**config.mk**
```make
export PLATFORM = sky130hd
export DESIGN_NAME = breakpoint_table_top
export DESIGN_NICKNAME = d
export VERILOG_FILES = /design/src/hdl/bpt_pkg.sv /design/src/hdl/bpt_cell.sv /design/src/hdl/breakpoint_table_top.sv
export SDC_FILE = /design/constraint.sdc
export NUM_CORES = 2
export LEC_CHECK = 0
export ABC_AREA = 1
export BUFFER_PORTS_ARGS = -buffer_cell sky130_fd_sc_hd__buf_4
export CORE_MARGIN = 2
export CORE_UTILIZATION = 55
export CTS_CLUSTER_DIAMETER = 80
export DETAILED_ROUTE_END_ITERATION = 16
export GPL_ROUTABILITY_DRIVEN = 0
export PLACE_DENSITY = 0.8
export SLEW_MARGIN = 20
export SYNTH_ARGS = -nofsm -noshare
export SYNTH_HDL_FRONTEND = slang
export SYNTH_SLANG_ARGS = --single-unit
```
**constraint.sdc**
```tcl
create_clock -name clk_i -period 9.7 [get_ports clk_i]
set_clock_uncertainty 0.2 [all_clocks]
set_input_delay 1.94 -clock clk_i [delete_from_list [all_inputs] [get_ports clk_i]]
set_output_delay 1.94 -clock clk_i [all_outputs]
set_load 0.02 [all_outputs]
```
**src/hdl/bpt_pkg.sv**
```systemverilog
// shared types and constants of the breakpoint table
// slot record, ring control bundle, operation and status codes; no dependencies
package bpt_pkg;

  localparam int Slots = 16;
  localparam int SlotW = (Slots > 1) ? $clog2(Slots) : 1;
  localparam int AddrW = 32;
  localparam int IdW   = 31;
  localparam int CntW  = 5;
  localparam int FuncW = 2;
  localparam int StatW = 2;

  localparam logic [CntW-1:0] MaxResults = CntW'(16);
  localparam logic [IdW-1:0]  IdMax      = '1;

  localparam logic [FuncW-1:0] FuncAdd    = 2'd0;
  localparam logic [FuncW-1:0] FuncClrId  = 2'd1;
  localparam logic [FuncW-1:0] FuncClrAll = 2'd2;
  localparam logic [FuncW-1:0] FuncList   = 2'd3;

  localparam logic [StatW-1:0] StatusOk       = 2'd0;
  localparam logic [StatW-1:0] StatusFull     = 2'd1;
  localparam logic [StatW-1:0] StatusNotFound = 2'd2;

  typedef struct packed {
    logic [AddrW-1:0] addr;
    logic [IdW-1:0]   id;
  } slot_t;

  typedef struct packed {
    logic shift;
    logic wr;
    logic clr;
  } ring_ctl_t;

endpackage

```
**src/hdl/bpt_cell.sv**
```systemverilog
// one slot of the breakpoint ring: holds an address and an identifier
// and passes them to its neighbor on shift; uses bpt_pkg
module bpt_cell (
  input  logic              clk_i,
  input  logic              rst_ni,
  input  bpt_pkg::ring_ctl_t ctl_i,
  input  bpt_pkg::slot_t    next_i,
  input  bpt_pkg::slot_t    wr_i,
  output bpt_pkg::slot_t    slot_o
);

  bpt_pkg::slot_t slot_q, slot_d;

  always_comb begin
    slot_d = slot_q;
    if (ctl_i.clr) begin
      slot_d = '0;
    end else if (ctl_i.wr) begin
      slot_d = wr_i;
    end else if (ctl_i.shift) begin
      slot_d = next_i;
    end
  end

  always_ff @(posedge clk_i or negedge rst_ni) begin
    if (!rst_ni) begin
      slot_q <= '0;
    end else begin
      slot_q <= slot_d;
    end
  end

  assign slot_o = slot_q;

endmodule

```
**src/hdl/breakpoint_table_top.sv**
```systemverilog
// Breakpoint table of Slots entries kept in a ring of cells. Every add,
// clear-by-identifier and list rotates the ring once around (the head cell
// is examined each cycle) and then applies the change in an apply state.
// busy_o is high during the rotation and the apply state, the closing result
// comes in the cycle after, and the next item can be accepted while that
// closing result is shown; clear-all is done from idle and leaves busy_o low.
// Each result is shown for one cycle with valid_o and cannot be held off;
// list results stream out during the rotation, one per active slot up to the
// list limit (capped at MaxResults), the final one flagged by last_o and
// shown as the closing result. Uses bpt_pkg and bpt_cell.
module breakpoint_table_top (
  input  logic                        clk_i,
  input  logic                        rst_ni,
  input  logic                        start_i,
  output logic                        busy_o,
  input  logic [bpt_pkg::FuncW-1:0]   func_i,
  input  logic [bpt_pkg::AddrW-1:0]   pc_i,
  input  logic [bpt_pkg::IdW-1:0]     bp_id_i,
  input  logic [bpt_pkg::CntW-1:0]    list_limit_i,
  output logic                        valid_o,
  output logic [bpt_pkg::StatW-1:0]   status_o,
  output logic [bpt_pkg::IdW-1:0]     entry_id_o,
  output logic [bpt_pkg::AddrW-1:0]   entry_pc_o,
  output logic                        entry_valid_o,
  output logic [bpt_pkg::CntW-1:0]    active_count_o,
  output logic                        last_o
);

  localparam logic [1:0] StIdle  = 2'd0;
  localparam logic [1:0] StScan  = 2'd1;
  localparam logic [1:0] StApply = 2'd2;

  typedef struct packed {
    logic [bpt_pkg::StatW-1:0] status;
    logic [bpt_pkg::IdW-1:0]   id;
    logic [bpt_pkg::AddrW-1:0] pc;
    logic                      ev;
    logic                      last;
  } res_t;

  function automatic res_t mk_res(logic [bpt_pkg::StatW-1:0] status,
                                  logic [bpt_pkg::IdW-1:0] id,
                                  logic [bpt_pkg::AddrW-1:0] pc,
                                  logic ev, logic last);
    res_t r;
    r.status = status;
    r.id     = id;
    r.pc     = pc;
    r.ev     = ev;
    r.last   = last;
    return r;
  endfunction

  bpt_pkg::slot_t slots [bpt_pkg::Slots];
  bpt_pkg::slot_t head;
  bpt_pkg::slot_t wr_data;
  logic           ring_shift, ring_clr, wr_en;

  logic [1:0]                state_q, state_d;
  logic [bpt_pkg::SlotW-1:0] cnt_q, cnt_d;
  logic                      hit_q, hit_d;
  logic                      free_q, free_d;
  logic                      pend_q, pend_d;
  logic [bpt_pkg::CntW-1:0]  n_q, n_d;
  logic                      valid_q, valid_d;
  logic [bpt_pkg::CntW-1:0]  active_q, active_d;
  logic [bpt_pkg::IdW-1:0]   ctr_q, ctr_d;

  logic [bpt_pkg::FuncW-1:0] func_q, func_d;
  logic [bpt_pkg::AddrW-1:0] pcin_q, pcin_d;
  logic [bpt_pkg::IdW-1:0]   idin_q, idin_d;
  logic [bpt_pkg::CntW-1:0]  lim_q, lim_d;
  logic [bpt_pkg::IdW-1:0]   hit_id_q, hit_id_d;
  logic [bpt_pkg::SlotW-1:0] tgt_q, tgt_d;
  bpt_pkg::slot_t            pend_slot_q, pend_slot_d;
  res_t                      res_q, res_d;

  logic [bpt_pkg::CntW-1:0]  cap;
  logic [bpt_pkg::IdW-1:0]   fresh;

  assign head  = slots[0];
  assign cap   = (lim_q > bpt_pkg::MaxResults) ? bpt_pkg::MaxResults : lim_q;
  assign fresh = (ctr_q == bpt_pkg::IdMax) ? bpt_pkg::IdW'(1) : ctr_q + bpt_pkg::IdW'(1);

  always_comb begin
    state_d     = state_q;
    cnt_d       = cnt_q;
    hit_d       = hit_q;
    free_d      = free_q;
    pend_d      = pend_q;
    n_d         = n_q;
    valid_d     = 1'b0;
    active_d    = active_q;
    ctr_d       = ctr_q;
    func_d      = func_q;
    pcin_d      = pcin_q;
    idin_d      = idin_q;
    lim_d       = lim_q;
    hit_id_d    = hit_id_q;
    tgt_d       = tgt_q;
    pend_slot_d = pend_slot_q;
    res_d       = res_q;
    ring_shift  = 1'b0;
    ring_clr    = 1'b0;
    wr_en       = 1'b0;
    wr_data     = '0;

    case (state_q)
      StIdle: begin
        if (start_i) begin
          func_d = func_i;
          pcin_d = pc_i;
          idin_d = bp_id_i;
          lim_d  = list_limit_i;
          if (func_i == bpt_pkg::FuncClrAll) begin
            ring_clr = 1'b1;
            active_d = '0;
            valid_d  = 1'b1;
            res_d    = mk_res(bpt_pkg::StatusOk, '0, '0, 1'b0, 1'b1);
          end else begin
            state_d = StScan;
            cnt_d   = '0;
            hit_d   = 1'b0;
            free_d  = 1'b0;
            pend_d  = 1'b0;
            n_d     = '0;
          end
        end
      end
      StScan: begin
        ring_shift = 1'b1;
        cnt_d      = cnt_q + bpt_pkg::SlotW'(1);
        if (cnt_q == bpt_pkg::SlotW'(bpt_pkg::Slots - 1)) begin
          state_d = StApply;
        end
        case (func_q)
          bpt_pkg::FuncAdd: begin
            if (!hit_q && head.id != '0 && head.addr == pcin_q) begin
              hit_d    = 1'b1;
              hit_id_d = head.id;
            end
            if (!free_q && head.id == '0) begin
              free_d = 1'b1;
              tgt_d  = cnt_q;
            end
          end
          bpt_pkg::FuncClrId: begin
            if (!hit_q && idin_q != '0 && head.id == idin_q) begin
              hit_d = 1'b1;
              tgt_d = cnt_q;
            end
          end
          bpt_pkg::FuncList: begin
            if (head.id != '0 && n_q < cap) begin
              if (pend_q) begin
                valid_d = 1'b1;
                res_d   = mk_res(bpt_pkg::StatusOk, pend_slot_q.id, pend_slot_q.addr,
                                 1'b1, 1'b0);
              end
              pend_d      = 1'b1;
              pend_slot_d = head;
              n_d         = n_q + bpt_pkg::CntW'(1);
            end
          end
          default: begin
          end
        endcase
      end
      StApply: begin
        state_d = StIdle;
        valid_d = 1'b1;
        case (func_q)
          bpt_pkg::FuncAdd: begin
            if (hit_q) begin
              res_d = mk_res(bpt_pkg::StatusOk, hit_id_q, '0, 1'b0, 1'b1);
            end else if (free_q) begin
              wr_en        = 1'b1;
              wr_data.addr = pcin_q;
              wr_data.id   = fresh;
              ctr_d        = fresh;
              active_d     = active_q + bpt_pkg::CntW'(1);
              res_d        = mk_res(bpt_pkg::StatusOk, fresh, '0, 1'b0, 1'b1);
            end else begin
              res_d = mk_res(bpt_pkg::StatusFull, '0, '0, 1'b0, 1'b1);
            end
          end
          bpt_pkg::FuncClrId: begin
            if (hit_q) begin
              wr_en    = 1'b1;
              active_d = active_q - bpt_pkg::CntW'(1);
              res_d    = mk_res(bpt_pkg::StatusOk, '0, '0, 1'b0, 1'b1);
            end else begin
              res_d = mk_res(bpt_pkg::StatusNotFound, '0, '0, 1'b0, 1'b1);
            end
          end
          default: begin
            if (pend_q) begin
              res_d = mk_res(bpt_pkg::StatusOk, pend_slot_q.id, pend_slot_q.addr,
                             1'b1, 1'b1);
            end else begin
              res_d = mk_res(bpt_pkg::StatusOk, '0, '0, 1'b0, 1'b1);
            end
          end
        endcase
      end
      default: begin
        state_d = StIdle;
      end
    endcase
  end

  always_ff @(posedge clk_i or negedge rst_ni) begin
    if (!rst_ni) begin
      state_q  <= StIdle;
      cnt_q    <= '0;
      hit_q    <= 1'b0;
      free_q   <= 1'b0;
      pend_q   <= 1'b0;
      n_q      <= '0;
      valid_q  <= 1'b0;
      active_q <= '0;
      ctr_q    <= '0;
    end else begin
      state_q  <= state_d;
      cnt_q    <= cnt_d;
      hit_q    <= hit_d;
      free_q   <= free_d;
      pend_q   <= pend_d;
      n_q      <= n_d;
      valid_q  <= valid_d;
      active_q <= active_d;
      ctr_q    <= ctr_d;
    end
  end

  always_ff @(posedge clk_i) begin
    func_q      <= func_d;
    pcin_q      <= pcin_d;
    idin_q      <= idin_d;
    lim_q       <= lim_d;
    hit_id_q    <= hit_id_d;
    tgt_q       <= tgt_d;
    pend_slot_q <= pend_slot_d;
    res_q       <= res_d;
  end

  for (genvar i = 0; i < bpt_pkg::Slots; i++) begin : g_cell
    bpt_pkg::ring_ctl_t ctl;
    assign ctl.shift = ring_shift;
    assign ctl.clr   = ring_clr;
    assign ctl.wr    = wr_en && (tgt_q == bpt_pkg::SlotW'(i));
    bpt_cell u_cell (
      .clk_i  (clk_i),
      .rst_ni (rst_ni),
      .ctl_i  (ctl),
      .next_i (slots[(i + 1) % bpt_pkg::Slots]),
      .wr_i   (wr_data),
      .slot_o (slots[i])
    );
  end

  assign busy_o         = (state_q != StIdle);
  assign valid_o        = valid_q;
  assign status_o       = res_q.status;
  assign entry_id_o     = res_q.id;
  assign entry_pc_o     = res_q.pc;
  assign entry_valid_o  = res_q.ev;
  assign active_count_o = active_q;
  assign last_o         = res_q.last;

`ifndef SYNTH
  // results shown while busy are mid-list entries, the closing one comes when idle
  a_last_when_idle: assert property (@(posedge clk_i) disable iff (!rst_ni)
    valid_o |-> (last_o == !busy_o))
    else $error("last flag does not match busy");

  a_mid_is_entry: assert property (@(posedge clk_i) disable iff (!rst_ni)
    (valid_o && !last_o) |-> entry_valid_o)
    else $error("non-final result without an entry");

  a_empty_no_pc: assert property (@(posedge clk_i) disable iff (!rst_ni)
    (valid_o && !entry_valid_o) |-> (entry_pc_o == '0))
    else $error("address on a result without an entry");

  a_status_code: assert property (@(posedge clk_i) disable iff (!rst_ni)
    valid_o |-> (status_o == bpt_pkg::StatusOk || status_o == bpt_pkg::StatusFull ||
                 status_o == bpt_pkg::StatusNotFound))
    else $error("bad status code");

  a_apply_after_turn: assert property (@(posedge clk_i) disable iff (!rst_ni)
    (state_q == StApply) |-> ($past(state_q) == StScan &&
                              $past(cnt_q) == bpt_pkg::SlotW'(bpt_pkg::Slots - 1)))
    else $error("apply without a full rotation");
`endif

endmodule

```
==> results_dict.tcl <==
set metrics [dict create \
    root_buffer "clkbuf_16" \
    clkPwrFrac 0.276 \
    dieWidth_um 334.4 \
    grt_pass1_vias 51660 \
    clk_pin_slew_ns 0.07 \
    yosysTopAreaCell "dfrtp_1" \
    areaGrowthSynthToFinish_pct 10.33 \
    cts_setup_buffers 0 \
    grt_util_all_layers 0.3211 \
    final_layout_size_suffix_gt1_frac 0.07473 \
    ctsResizeCount 0 \
    setup.worst_path.start_class "flip-flop" \
    drt_iter0_drc 6371 \
    ys.flop_type "dfrtp_1" \
    overflow 0 \
    fmax_mhz 200.9 \
    synth-seq-cells 1294 \
    final_cells 8628 \
    cts_sinks 1294 \
    rrSetupSlack_ns 4.72 \
    nNetsFinal 7196 \
    critical_path_buf_inv_count 5 \
    die_y_um 334.4 \
    wl_per_cell_um 21.01 \
    status "completed" \
    synth_commonest_cells "1722 x nand2_1, 1401 x o21ai_0, 1059 x dfrtp_1, 823 x inv_1, 567 x nor2_1" \
    synth.top_cell.area_share 0.4414 \
    syn_area_um2 60040 \
    seqPwrFrac 0.416 \
    clock_path_buffers 3 \
    route.detailed.drc 0 \
    slowest_stage "a21oi_4" \
    final-setup-viol-count 0 \
    viasPerCell 6.099 \
    grt_pass1_wl_mm 282.9 \
    p_sw_frac 0.3753 \
    leakage_nw 30.87 \
    grt_max_degree 188 \
    worstSkewPairLatency_ns 0.72 \
    port_buffers 146 \
    drt-pass1-iter-count 8 \
    synth_cell_types 43 \
    n_fill_cell 8785 \
    cp-end-kind "flip-flop" \
    yosys_warnings 0 \
    cts_buffers 121 \
    synthArstFlopShare 0.8184 \
    relSlewSlack 0.2094 \
    cp_max_fo 115 \
    io_pins 147 \
    seq_area_frac_synth 0.5590 \
    rsz0062_at_grt "false" \
    fin_setup_tns_ns 0 \
    start_util 0.5531 \
    postSynthAreaPerCell_um2 8.274 \
    slew_viol_final 0 \
    period_share 0.5131 \
    die_area_um2 111800 \
    required_ns 10.06 \
    netlist_instances 7256 \
    period_minus_slack_ns 4.977 \
    worst_pin_slew_ns 1.185 \
    worstPathCellList "inv_1 -> ha_1 -> buf_4 -> inv_1 -> a21oi_4 -> nand2_8 -> nand2_1 -> clkinv_1 -> buf_4 -> nand2_1 -> o21ai_0" \
    totalWireLength_mm 181.2 \
    cp_slowest_stage_delay_ns 0.77 \
    worst_slack_ns 4.723 \
    final_hold_viol_count 0 \
    dp.cells 8396 \
    num_rows 121 \
    hold_class "reg2reg" \
    p_sw_mw 7.139 \
    via_count 52620 \
    arrival_ns 5.34 \
    path_delay_family "buffers and inverters" \
    p_int_mw 11.88 \
    cap_violations 0 \
    synth-edff-count 235 \
    path_class "reg2reg" \
    synth_most_common_cell "nand2_1" \
    antenna_found_initial 1 \
    drtAntennaViolNets 0 \
    ctsHoldBuffers 0 \
    hpwlAfterDp_mm 116.8 \
    comb_power_share 0.307 \
    power.density_nw_per_um2 287.2 \
    cts_tree "done" \
    peakVddDrop_mv 0.3126 \
    synth_nets 7345 \
    htree_num_levels 3 \
    synth_area_leaders "dfrtp_1 44%, edfxtp_1 12%, o21ai_0 12%" \
    dp_slack_ns 4.173 \
    core-area_um2 108600 \
]
## layer usage
layer  share of wire  vias to the layer above  track usage
met4           0.075                        0       0.2151
li1                -                    23390            -
met1            0.36                    25420       0.4028
met3           0.085                      837      0.04788
met5               0                        -            0
met2            0.48                     2978       0.5192
## placed cells by master, fill, tap and decap left out, drive strengths merged, types with 2 or more instances in the layout
cell type     n
a21oi       249
a22o          9
a22oi         2
a31oi         3
buf         235
bufinv       25
clkbuf      151
clkinv       41
clkinvlp     15
dfrtp      1059
edfxtp      235
ha           15
inv         841
nand2      1741
nand3        50
nand4        28
nor2        574
nor3         20
nor4          2
o211ai       48
o21ai      1435
o21bai       13
o22ai       385
or2           3
xnor2         7
xor2         20
## metrics by stage
step | total power, mW | utilization | cell area [µm²] | hold WS, ns
2_1_floorplan | 11.61 | - | 60040 | 0.2249
3_3_place_gp | 13.41 | 0.5689 | 61760 | 0.2388
3_5_place_dp | 13.61 | 0.5690 | 61760 | 0.2439
4_1_cts | 18.83 | 0.6094 | 66150 | 0.2550
5_1_grt | 19.88 | 0.6102 | 66230 | 0.2617
6_report | 19.02 | 0.6102 | 66240 | 0.2538
## flip-flops by register name, indices dropped and copies added, names as in the netlist, 2 cells and up
name and count:
lim_q 5, state_q 2, pend_slot_q 63, ctr_q 31
pcin_q 32, entry_pc_o 32, n_q 5, func_q 2
active_count_o 5, cnt_q 4, hit_id_q 31, status_o 2
idin_q 31, tgt_q 4, g_cell.u_cell.slot_o 1008, entry_id_o 31
## cell type report
type                            count  area [µm²]  area share
Sequential cell                  1294       33560      0.5066
Multi-Input combinational cell   4611       21480      0.3243
Clock buffer                      151        3334     0.05034
Inverter                          844        3169     0.04785
Timing Repair Buffer              235        1874     0.02830
Tap cell                         1414        1769     0.02671
Clock inverter                     78        1050     0.01585
Antenna cell                        1       2.502  0.00003778
## cells by family after synthesis
group,after synthesis,synth area share
AND/OR/NAND/NOR,2421,0.1564
AO/OA/AOI/OAI,2147,0.1906
buffers and inverters,1351,0.08662
flip-flops,1294,0.5590
XOR/XNOR,27,0.003939
adder cells (fa/ha/maj),16,0.003460
## final timing paths
| check | startpoint | endpoint | depth (start not counted) |
|---|---|---|---|
| max | state_q[0]$_DFFE_PN0P_ | g_cell[15].u_cell.slot_o[35]$_DFFE_PN0P_ | 11 |
| min reg2reg | g_cell[0].u_cell.slot_o[39]$_DFFE_PN0P_ | pend_slot_q[39]$_DFFE_PP_ | 0 |
| min | g_cell[0].u_cell.slot_o[39]$_DFFE_PN0P_ | pend_slot_q[39]$_DFFE_PP_ | 0 |
| min in group asynchronous | rst_ni | ctr_q[2]$_DFFE_PN0P_ | 1 |
| max in group asynchronous | rst_ni | g_cell[14].u_cell.slot_o[43]$_DFFE_PN0P_ | 4 |
| max reg2reg | state_q[0]$_DFFE_PN0P_ | g_cell[15].u_cell.slot_o[35]$_DFFE_PN0P_ | 11 |
## power groups by stage
stage                     combinational (mW)  clock (mW)  sequential, mW
after floorplan                         3.68           0            7.93
after global routing                    6.36        5.48            8.04
after detailed placement                5.63           0            7.98
after global placement                  5.47           0            7.94
final                                   5.85        5.26            7.92
after CTS                               5.68        5.25            7.89
No activity file was read; power rests on OpenSTA's default activity.
